File: src/rtl/acirt_pkg.sv
package acirt_pkg;

   localparam int MainLen = 35;
   localparam int AuxLen  = 32;
   localparam int NumRegs = 7;

   typedef logic [7:0] tick_type;
   typedef logic [2:0] reg_index_type;

   // Register indexes of the configuration space.
   localparam reg_index_type RegLeaderMark  = 3'd0;
   localparam reg_index_type RegLeaderSpace = 3'd1;
   localparam reg_index_type RegBitMark     = 3'd2;
   localparam reg_index_type RegZeroSpace   = 3'd3;
   localparam reg_index_type RegOneSpace    = 3'd4;
   localparam reg_index_type RegShortGap    = 3'd5;
   localparam reg_index_type RegLongGap     = 3'd6;

   localparam tick_type LeaderMarkReset  = 8'd16;
   localparam tick_type LeaderSpaceReset = 8'd8;
   localparam tick_type BitMarkReset     = 8'd1;
   localparam tick_type ZeroSpaceReset   = 8'd1;
   localparam tick_type OneSpaceReset    = 8'd3;
   localparam tick_type ShortGapReset    = 8'd37;
   localparam tick_type LongGapReset     = 8'd73;

   localparam logic [MainLen-1:0] MainPowerOff =
      MainLen'((64'd1 << 8) | (64'd1 << 11) | (64'd1 << 21) |
               (64'd1 << 28) | (64'd1 << 30) | (64'd1 << 33));
   localparam logic [AuxLen-1:0] AuxPowerOff =
      AuxLen'((64'd1 << 13) | (64'd1 << 28) | (64'd1 << 30));

   typedef enum logic [3:0] {
      PH_IDLE       = 4'd0,
      PH_LEAD_MARK  = 4'd1,
      PH_LEAD_SPACE = 4'd2,
      PH_MAIN_MARK  = 4'd3,
      PH_MAIN_SPACE = 4'd4,
      PH_SGAP_MARK  = 4'd5,
      PH_SGAP_SPACE = 4'd6,
      PH_AUX_MARK   = 4'd7,
      PH_AUX_SPACE  = 4'd8,
      PH_LGAP_MARK  = 4'd9,
      PH_LGAP_SPACE = 4'd10
   } phase_type;

endpackage

File: src/rtl/ac_ir_frame_transmitter_core.sv
// IR remote transmitter for an air conditioner. A send command (req_type 1) taken while idle
// builds a 35-bit main frame and a 32-bit auxiliary frame and starts a transmission; every
// later tick transaction (req_type 0) moves the line through leader, main bits, short gap,
// auxiliary bits and long gap, with the segment lengths taken from the seven tick registers.
// A command that arrives while a transmission runs is ignored. Every request transaction
// yields exactly one response transaction. The block takes one request per clock cycle: the
// whole state update is a single combinational pass into the state registers and the response
// register, so the response appears in the cycle after acceptance. The response register stalls
// the request side only while a response is held and rsp_ready is low.
module ac_ir_frame_transmitter_core
   import acirt_pkg::*;
(
   input  logic        clock,
   input  logic        reset,
   input  logic        req_valid,
   output logic        req_ready,
   input  logic        req_type,
   input  logic [2:0]  req_mode,
   input  logic        req_power,
   input  logic [1:0]  req_fan_speed,
   input  logic [4:0]  req_temperature,
   input  logic [7:0]  req_timer_value,
   input  logic [8:0]  req_feature_flags,
   input  logic [1:0]  req_temp_display,
   output logic        rsp_valid,
   input  logic        rsp_ready,
   output logic        rsp_ir_level,
   output logic        rsp_busy_res,
   output logic        rsp_frame_done,
   input  logic        psel,
   input  logic        penable,
   input  logic        pwrite,
   input  logic [4:0]  paddr,
   input  logic [31:0] pwdata,
   output logic [31:0] prdata,
   output logic        pready
);

   tick_type               cfg_ff [NumRegs];
   logic [MainLen-1:0]     main_bits_ff, main_bits_in;
   logic [AuxLen-1:0]      aux_bits_ff, aux_bits_in;
   phase_type              phase_ff, phase_in;
   tick_type               tick_left_ff, tick_left_in;
   logic [5:0]             bit_pos_ff, bit_pos_in;
   logic                   line_out_ff, line_out_in;
   logic                   done_in;
   logic                   rsp_valid_ff;
   logic                   ir_level_ff, busy_ff, done_ff;
   logic                   req_accept;
   logic                   cfg_write;
   reg_index_type          cfg_index;
   logic [MainLen-1:0]     main_new;
   logic [AuxLen-1:0]      aux_new;
   logic [2:0]             sent_mode;
   logic [3:0]             checksum;
   logic                   active;
   logic [5:0]             bit_pos_next;

   assign pready    = 1'b1;
   assign cfg_index = reg_index_type'(paddr[4:2]);
   assign cfg_write = psel && penable && pwrite;

   always_comb begin
      prdata = 32'd0;
      if (cfg_index != reg_index_type'(NumRegs)) begin
         prdata = {24'd0, cfg_ff[cfg_index]};
      end
   end

   always_ff @(posedge clock) begin
      if (reset) begin
         cfg_ff[RegLeaderMark]  <= LeaderMarkReset;
         cfg_ff[RegLeaderSpace] <= LeaderSpaceReset;
         cfg_ff[RegBitMark]     <= BitMarkReset;
         cfg_ff[RegZeroSpace]   <= ZeroSpaceReset;
         cfg_ff[RegOneSpace]    <= OneSpaceReset;
         cfg_ff[RegShortGap]    <= ShortGapReset;
         cfg_ff[RegLongGap]     <= LongGapReset;
      end else if (cfg_write && cfg_index != reg_index_type'(NumRegs)) begin
         cfg_ff[cfg_index] <= pwdata[7:0];
      end
   end

   // Frame assembly for a send command.
   always_comb begin
      sent_mode = (req_mode <= 3'd4) ? req_mode : 3'd0;
      checksum  = {1'b0, req_mode} + req_temperature[3:0] + 4'd4
                  + {3'd0, req_feature_flags[8]} + {3'd0, req_feature_flags[6]};
      main_new          = '0;
      main_new[2:0]     = sent_mode;
      main_new[3]       = 1'b1;
      main_new[5:4]     = req_fan_speed;
      main_new[7:6]     = req_feature_flags[1:0];
      main_new[11:8]    = req_temperature[4] ? req_temperature[3:0] : 4'd0;
      main_new[19:13]   = req_timer_value[6:0];
      main_new[24:20]   = req_feature_flags[6:2];
      main_new[28]      = 1'b1;
      main_new[30]      = 1'b1;
      main_new[33]      = 1'b1;
      aux_new           = '0;
      aux_new[0]        = req_feature_flags[7];
      aux_new[4]        = req_feature_flags[8];
      aux_new[9:8]      = req_temp_display;
      aux_new[13]       = 1'b1;
      aux_new[31:28]    = checksum;
      if (!req_power) begin
         main_new = MainPowerOff;
         aux_new  = AuxPowerOff;
      end
   end

   assign req_accept   = req_valid && req_ready;
   assign active       = (phase_ff != PH_IDLE);
   assign bit_pos_next = bit_pos_ff + 6'd1;

   // Next state for one accepted transaction.
   always_comb begin
      main_bits_in = main_bits_ff;
      aux_bits_in  = aux_bits_ff;
      phase_in     = phase_ff;
      tick_left_in = tick_left_ff;
      bit_pos_in   = bit_pos_ff;
      line_out_in  = line_out_ff;
      done_in      = 1'b0;
      if (req_type) begin
         if (!active) begin
            main_bits_in = main_new;
            aux_bits_in  = aux_new;
            bit_pos_in   = 6'd0;
            phase_in     = PH_LEAD_MARK;
            line_out_in  = 1'b0;
            tick_left_in = cfg_ff[RegLeaderMark];
         end
      end else if (active) begin
         if (tick_left_ff > 8'd1) begin
            tick_left_in = tick_left_ff - 8'd1;
         end else begin
            case (phase_ff)
               PH_LEAD_MARK: begin
                  phase_in     = PH_LEAD_SPACE;
                  line_out_in  = 1'b1;
                  tick_left_in = cfg_ff[RegLeaderSpace];
               end
               PH_LEAD_SPACE: begin
                  bit_pos_in   = 6'd0;
                  phase_in     = PH_MAIN_MARK;
                  line_out_in  = 1'b0;
                  tick_left_in = cfg_ff[RegBitMark];
               end
               PH_MAIN_MARK: begin
                  phase_in     = PH_MAIN_SPACE;
                  line_out_in  = 1'b1;
                  tick_left_in = main_bits_ff[bit_pos_ff] ? cfg_ff[RegOneSpace]
                                                          : cfg_ff[RegZeroSpace];
               end
               PH_MAIN_SPACE: begin
                  bit_pos_in   = bit_pos_next;
                  line_out_in  = 1'b0;
                  tick_left_in = cfg_ff[RegBitMark];
                  phase_in     = (bit_pos_next < 6'(MainLen)) ? PH_MAIN_MARK : PH_SGAP_MARK;
               end
               PH_SGAP_MARK: begin
                  phase_in     = PH_SGAP_SPACE;
                  line_out_in  = 1'b1;
                  tick_left_in = cfg_ff[RegShortGap];
               end
               PH_SGAP_SPACE: begin
                  bit_pos_in   = 6'd0;
                  phase_in     = PH_AUX_MARK;
                  line_out_in  = 1'b0;
                  tick_left_in = cfg_ff[RegBitMark];
               end
               PH_AUX_MARK: begin
                  phase_in     = PH_AUX_SPACE;
                  line_out_in  = 1'b1;
                  tick_left_in = aux_bits_ff[bit_pos_ff[4:0]] ? cfg_ff[RegOneSpace]
                                                              : cfg_ff[RegZeroSpace];
               end
               PH_AUX_SPACE: begin
                  bit_pos_in   = bit_pos_next;
                  line_out_in  = 1'b0;
                  tick_left_in = cfg_ff[RegBitMark];
                  phase_in     = (bit_pos_next < 6'(AuxLen)) ? PH_AUX_MARK : PH_LGAP_MARK;
               end
               PH_LGAP_MARK: begin
                  phase_in     = PH_LGAP_SPACE;
                  line_out_in  = 1'b1;
                  tick_left_in = cfg_ff[RegLongGap];
               end
               PH_LGAP_SPACE: begin
                  phase_in     = PH_IDLE;
                  line_out_in  = 1'b1;
                  tick_left_in = 8'd0;
                  done_in      = 1'b1;
               end
               default: begin
                  phase_in     = PH_IDLE;
                  tick_left_in = 8'd0;
               end
            endcase
         end
      end
   end

   always_ff @(posedge clock) begin
      if (reset) begin
         phase_ff     <= PH_IDLE;
         tick_left_ff <= 8'd0;
         bit_pos_ff   <= 6'd0;
         line_out_ff  <= 1'b0;
         main_bits_ff <= '0;
         aux_bits_ff  <= '0;
      end else if (req_accept) begin
         phase_ff     <= phase_in;
         tick_left_ff <= tick_left_in;
         bit_pos_ff   <= bit_pos_in;
         line_out_ff  <= line_out_in;
         main_bits_ff <= main_bits_in;
         aux_bits_ff  <= aux_bits_in;
      end
   end

   // Response register.
   assign req_ready = !rsp_valid_ff || rsp_ready;

   always_ff @(posedge clock) begin
      if (reset) begin
         rsp_valid_ff <= 1'b0;
      end else if (req_accept) begin
         rsp_valid_ff <= 1'b1;
      end else if (rsp_ready) begin
         rsp_valid_ff <= 1'b0;
      end
   end

   always_ff @(posedge clock) begin
      if (req_accept) begin
         ir_level_ff <= line_out_in;
         busy_ff     <= (phase_in != PH_IDLE);
         done_ff     <= done_in;
      end
   end

   assign rsp_valid      = rsp_valid_ff;
   assign rsp_ir_level   = ir_level_ff;
   assign rsp_busy_res   = busy_ff;
   assign rsp_frame_done = done_ff;

endmodule

File: config.mk
export PLATFORM = sky130hd
export DESIGN_NAME = ac_ir_frame_transmitter_core
export DESIGN_NICKNAME = d
export VERILOG_FILES = /design/src/rtl/acirt_pkg.sv /design/src/rtl/ac_ir_frame_transmitter_core.sv
export SDC_FILE = /design/constraint.sdc
export NUM_CORES = 1
export LEC_CHECK = 0
export ABC_CLOCK_PERIOD_IN_PS = 2900
export BUFFER_PORTS_ARGS = -buffer_cell sky130_fd_sc_hd__buf_2
export CAP_MARGIN = 10
export CORE_MARGIN = 2
export CORE_UTILIZATION = 57
export CTS_BUF_LIST = sky130_fd_sc_hd__clkbuf_16
export CTS_CLUSTER_SIZE = 12
export DETAILED_ROUTE_END_ITERATION = 10
export PLACE_DENSITY_LB_ADDON = 0.25
export SYNTH_ARGS = -nofsm -noshare
export SYNTH_HDL_FRONTEND = slang
export SYNTH_SLANG_ARGS = --single-unit
File: constraint.sdc
create_clock -name clock -period 2.9 [get_ports clock]
set_clock_uncertainty 0.1 [all_clocks]
set_input_delay 0.725 -clock clock [delete_from_list [all_inputs] [get_ports clock]]
set_output_delay 0.725 -clock clock [all_outputs]
set_load 0.01 [all_outputs]
After elaboration in Yosys (flattened, before gate mapping)
Memories as Yosys holds them, arrays and structs flattened.
Index checks and enable logic that the tools add are counted.
{ "classes": {"addsub": 6, "n_lt_le_gt_ge": 6, "bitwise_logic": 1, "muxes": 44, "eq_ne": 13, "reduce_logical": 20} }
{ "ops": {"columns": ["op", "n"], "rows": [
  ["2-to-1 mux 8 bit", 8],
  ["case mux 8 bit (6 select lines)", 1],
  ["case mux 4 bit (9 select lines)", 1],
  ["2-to-1 mux 32 bit", 1],
  ["2-to-1 mux 25 bit", 1],
  ["2-to-1 mux 4 bit", 6],
  ["2-to-1 mux 6 bit", 4],
  ["equality test 4 x 3 -> 1 bit, second input constant", 4],
  ["2-to-1 mux 1 bit", 15],
  ["equality test 4 bit, second input constant", 3],
  ["less-than comparator 6 bit, second input constant", 2],
  ["case mux 6 bit (2 select lines)", 1],
  ["2-to-1 mux 3 bit", 3],
  ["adder 4 x 1 -> 4 bit", 2],
  ["equality test 4 x 2 -> 1 bit, second input constant", 2],
  ["> comparator 8 x 1 -> 1 bit, second input constant", 1],
  ["nonzero test 4 bit", 2],
  ["OR reduction 8 bit", 1],
  ["subtractor 8 x 1 -> 8 bit, second input constant", 1],
  ["less-than comparator 6 x 7 -> 1 bit, second input constant", 1],
  ["adder 6 x 1 -> 6 bit, second input constant", 1],
  ["binary-select mux 1 bit (select 6 bit)", 1],
  ["less-than comparator 5 x 6 -> 1 bit, second input constant", 1],
  ["AND reduction 3 bit", 2],
  ["other kinds (19)", 25]
]} }
{ "totals": {"ramBits": 56, "out_inout_bits": 38, "memories": 1, "register_bits": 90} }
{ "memory_table": {"columns": ["name", "words", "word_bits", "rd", "rd_ports_with_merged_regs", "write_ports", "line_no", "rtl"], "rows": [
  ["cfg_ff", 7, 8, 8, 0, 7, "ac_ir_frame_transmitter_core.sv:39", "tick_type cfg_ff [NumRegs];"]
]} }

Depth between registers and ports, before layout
{ "depth": {"ltp_word": 8, "mapped_depth": 11, "mapped_depth_nobuf": 9} }

Worst setup path before layout
Ideal clock, no wire load.
{ "synth_timing": {"path_kind": "input to output", "start": "input port paddr[3]", "end": "output port prdata[0]", "cell_stages": 5, "t_arrival_ns": 2.026, "path_buffers": 2, "path_slack_ns": 0.049, "path_cell_list": "buf_1 -> buf_1 -> mux4_2 -> nand2_1 -> o21ai_0"} }
{ "synth_between": {"elab_chain_len": 2, "elab_cells_between_ends": 3, "cone_classes": "1 x eq/ne; 1 x mux; 1 x memory"} }
{ "synth_rtl": {"columns": ["item", "line_no", "rtl"], "rows": [
  ["start, declared", "ac_ir_frame_transmitter_core.sv:33", "input logic [4:0] paddr,"],
  ["memory read (7 x 8 bit) or inequality test 3 bit (tied branches)", null, null],
  ["2-to-1 mux 8 bit (*)", "ac_ir_frame_transmitter_core.sv:65", "if (cfg_index != reg_index_type'(NumRegs)) begin"],
  ["end, declared", "ac_ir_frame_transmitter_core.sv:35", "output logic [31:0] prdata,"]
]} }
Every way passes the cells marked *; elsewhere a longest branch is shown, timed or not.

Worst setup path in the final report
{ "layout_timing": {"start": "input port paddr[3]", "end": "output port prdata[4]"} }
The elaborated chain is that of the path after synthesis.

==> metrics.txt <==
Final Cycle Share=0.9755; post-synthesis adder-cell area fraction=0.02594; port buffer count=60; DR pass1 iterations=8; drt drc=0; Detail Route Antenna Nets=0; Core ar.=between 10000 and 15000 um2; Slew Viols, Final=0; I/O pin cnt=113; Post-Syn Area=6849 um2; delay-heaviest family, CP=buffers and inverters; Initial Util=0.5774; pre-CTS setup slack=0.8535 ps; Clk pin slew, worst setup/hold paths=roughly 80 ps; Synth-to-Final Area Change=10.80%; total track usage=0.2846; Post-synth EDFFs=51; most frequent cells in the layout=nor2_1, nand2_1, dfxtp_1; Overall Power=between 3000 and 4000 uW; Hold Buf Count CTS=0; Clock Tree Root=clkbuf_16; vias in the first global route=between 5000 and 6000; CP required=2080 ps; top cell type's share of synthesized area=0.2236; initial antenna violation count=0; WHS Path Cells=2; fin crit period=2829 ps; full die area=12910 um2; #FFs+latches synth=112; post-synthesis average cell area=9.024 um2; Cells after DPL=947; Cells after Synth=759; maximum single-stage delay on the critical path=460 ps; DP HPWL=12730 um; worst min path class=reg -> reg; area leader, netlist=edfxtp_1; xor/xnor share of the synthesized area=0.005115; TritonCTS buffer count=9; CP max-delay cell=buf_2; status=complete, no violations; grt ovf=0; FFs w/ async S/R, synth=0; first-pass GRT wire length=29220 um; post-synthesis compound-gate area fraction=0.1739; # clock sinks=112; WL/cell=18.69 um; Leakage=0.002842 uW; WL met2=between 8000 and 9000 um; f_max=353.5 MHz; DR vias/cell=6.298; pin count of the biggest net entering global routing=56; placed instance area=7282 um2; path type of the worst setup path=in -> out; mux contribution to synthesized area=0.1049; R2R Path Start=bit_pos_ff[1]; Sum Neg Setup Slack=0 ps; sequential area share after synthesis=0.4019; largest family of logic cells by synthesized area=simple AND/OR/NAND/NOR gates; WL met1=7769 um; Clock Path Buffers=2; buffer count from post-CTS setup fixing=0; Primary FF master, synth=dfxtp_1; final std cells w/o fill=around 960; Die X=113.6 um; final hold violations=0; Vert. Die Dim=113.6 um; Worst Reg-to-Reg Cells=6; R2R Path End=rsp_busy_res; Synth Area in Simple Gates=0.2148; crit-path most repeated cell=buf_2; htree depth=3; Placer Congestion=0.9003; Worst Path Arrival=2000 ps; CP bufs+invs=2; Initial DRC Count=674; Worst VDD drop=0.4118 mV; Distinct cells, synth=76; final net count=around 900; hold path startpoint=main_bits_ff[22]; RSZ-0062 raised after global routing=no; Worst Tran Pin Value=861.2 ps; yosys warns=0; power density over the cells=506.0 nW/um2; drt total wl=18000 um; max-cap violations=0; commonest non-fill, non-tap cell in the layout=nor2_1; slew margin rel.=0.4251; CTS tree=yes; element type at the critical path start=input pin; share of layout cells above drive strength 1=0.1973; max layer used=met4; hold endpoint=main_bits_ff[22]; Final Setup Violations=0; CP Capture Type=output pin; metal3 WL=1549 um; Clock Latency Late Sink=360 ps; # rows=40; setup ws final=71.06 ps; worst path cell trace=buf_2 -> mux4_2 -> nand2_1 -> o21ai_0 -> buf_2; worst-path fanout max=22; synth top area cells=edfxtp_1, dfxtp_1, mux2i_1; final non-filler cell area=7589 um2; r2r setup slk=240 ps; antenna cells=0; via count=6065
==> synth_stat cells, drive strengths merged, types with 4 or more instances <==
cell type / count
mux4: 11
nand2: 75
a211oi: 5
o21a: 4
nor3: 18
mux2: 16
and3: 5
a31oi: 13
nand3: 47
o21ai: 26
nand4: 9
xnor2: 4
o211ai: 7
edfxtp: 51
a221o: 7
mux2i: 29
dfxtp: 61
or3: 6
a211o: 6
a21boi: 4
clkbuf: 30
a311oi: 5
nand2b: 14
nor2b: 9
inv: 23
buf: 46
nor4: 4
or4: 4
a21oi: 60
or2: 7
ha: 11
o221a: 4
a222oi: 5
and2: 9
nor2: 77
==> stage by stage <==
step	utilization	hold WS [ps]
5_1_grt	0.6398	375.8
4_1_cts	0.6398	352.9
6_report	0.6398	354.3
2_1_floorplan	-	327.4
3_5_place_dp	0.6139	342.4
3_3_place_gp	0.6139	338.1
==> worst max-delay path by stage <==
stage                     startpoint   endpoint  cells after the start
final                       paddr[3]  prdata[4]                      5
after global routing        paddr[3]  prdata[0]                      6
after CTS                   paddr[3]  prdata[4]                      5
after detailed placement    paddr[2]  prdata[4]                      5
after global placement      paddr[2]  prdata[2]                      5
after floorplan             paddr[3]  prdata[0]                      5
==> per-layer routing <==
metal	vias to the layer above	global-route usage
met2	287	0.4479
met5	-	0
met3	31	0.06111
li1	2838	-
met1	2909	0.3975
met4	0	0.08618
==> where the power goes <==
part / leakage, uW / switching [uW] / internal, uW
Combinational: 0.00171 / 446 / 312
Clock: 0.000150 / 610 / 682
Sequential: 0.000986 / 62.4 / 1730
==> worst reg2reg max path: cells and delay by family, from the launching register on <==
kind,cells,cell delay [ps]
AND/OR/NAND/NOR,4,940
flip-flops,1,890
AO/OA/AOI/OAI,2,480
==> layout make-up <==
cell class / count / area [um2]
Clock buffer: 9 / 225.2
Clock inverter: 7 / 78.83
Fill cell: 969 / 4273
Inverter: 24 / 90.09
Multi-Input combinational cell: 570 / 3687
Sequential cell: 112 / 2753
Tap cell: 147 / 183.9
Timing Repair Buffer: 94 / 570.5
==> cells by family (layout without fill, tap and decap cells) <==
kind of cell / Yosys count / count (layout)
muxes: 56 / 56
xor gates and xnor gates: 4 / 4
adders and majority gates: 13 / 13
buffers and inverters: 100 / 134
and+or+nand+nor: 297 / 297
DFF: 112 / 112
AOI/OAI and AO/OA: 175 / 175
other: 2 / 25
==> repair_timing <==
action,4_1_cts,5_1_grt
endpoints found under the hold margin,0,0
endpoints found under the setup margin,2,0
resized for setup,1,0
==> sequential cells by signal, indices dropped and copies added (netlist names) <==
signal	flops
rsp_busy_res	1
rsp_ir_level	1
rsp_valid	1
phase_ff	4
rsp_frame_done	1
bit_pos_ff	6
main_bits_ff	24
aux_bits_ff	9
line_out_ff	1
tick_left_ff	8
cfg_ff	56
Power figures use the tool's default switching activity.
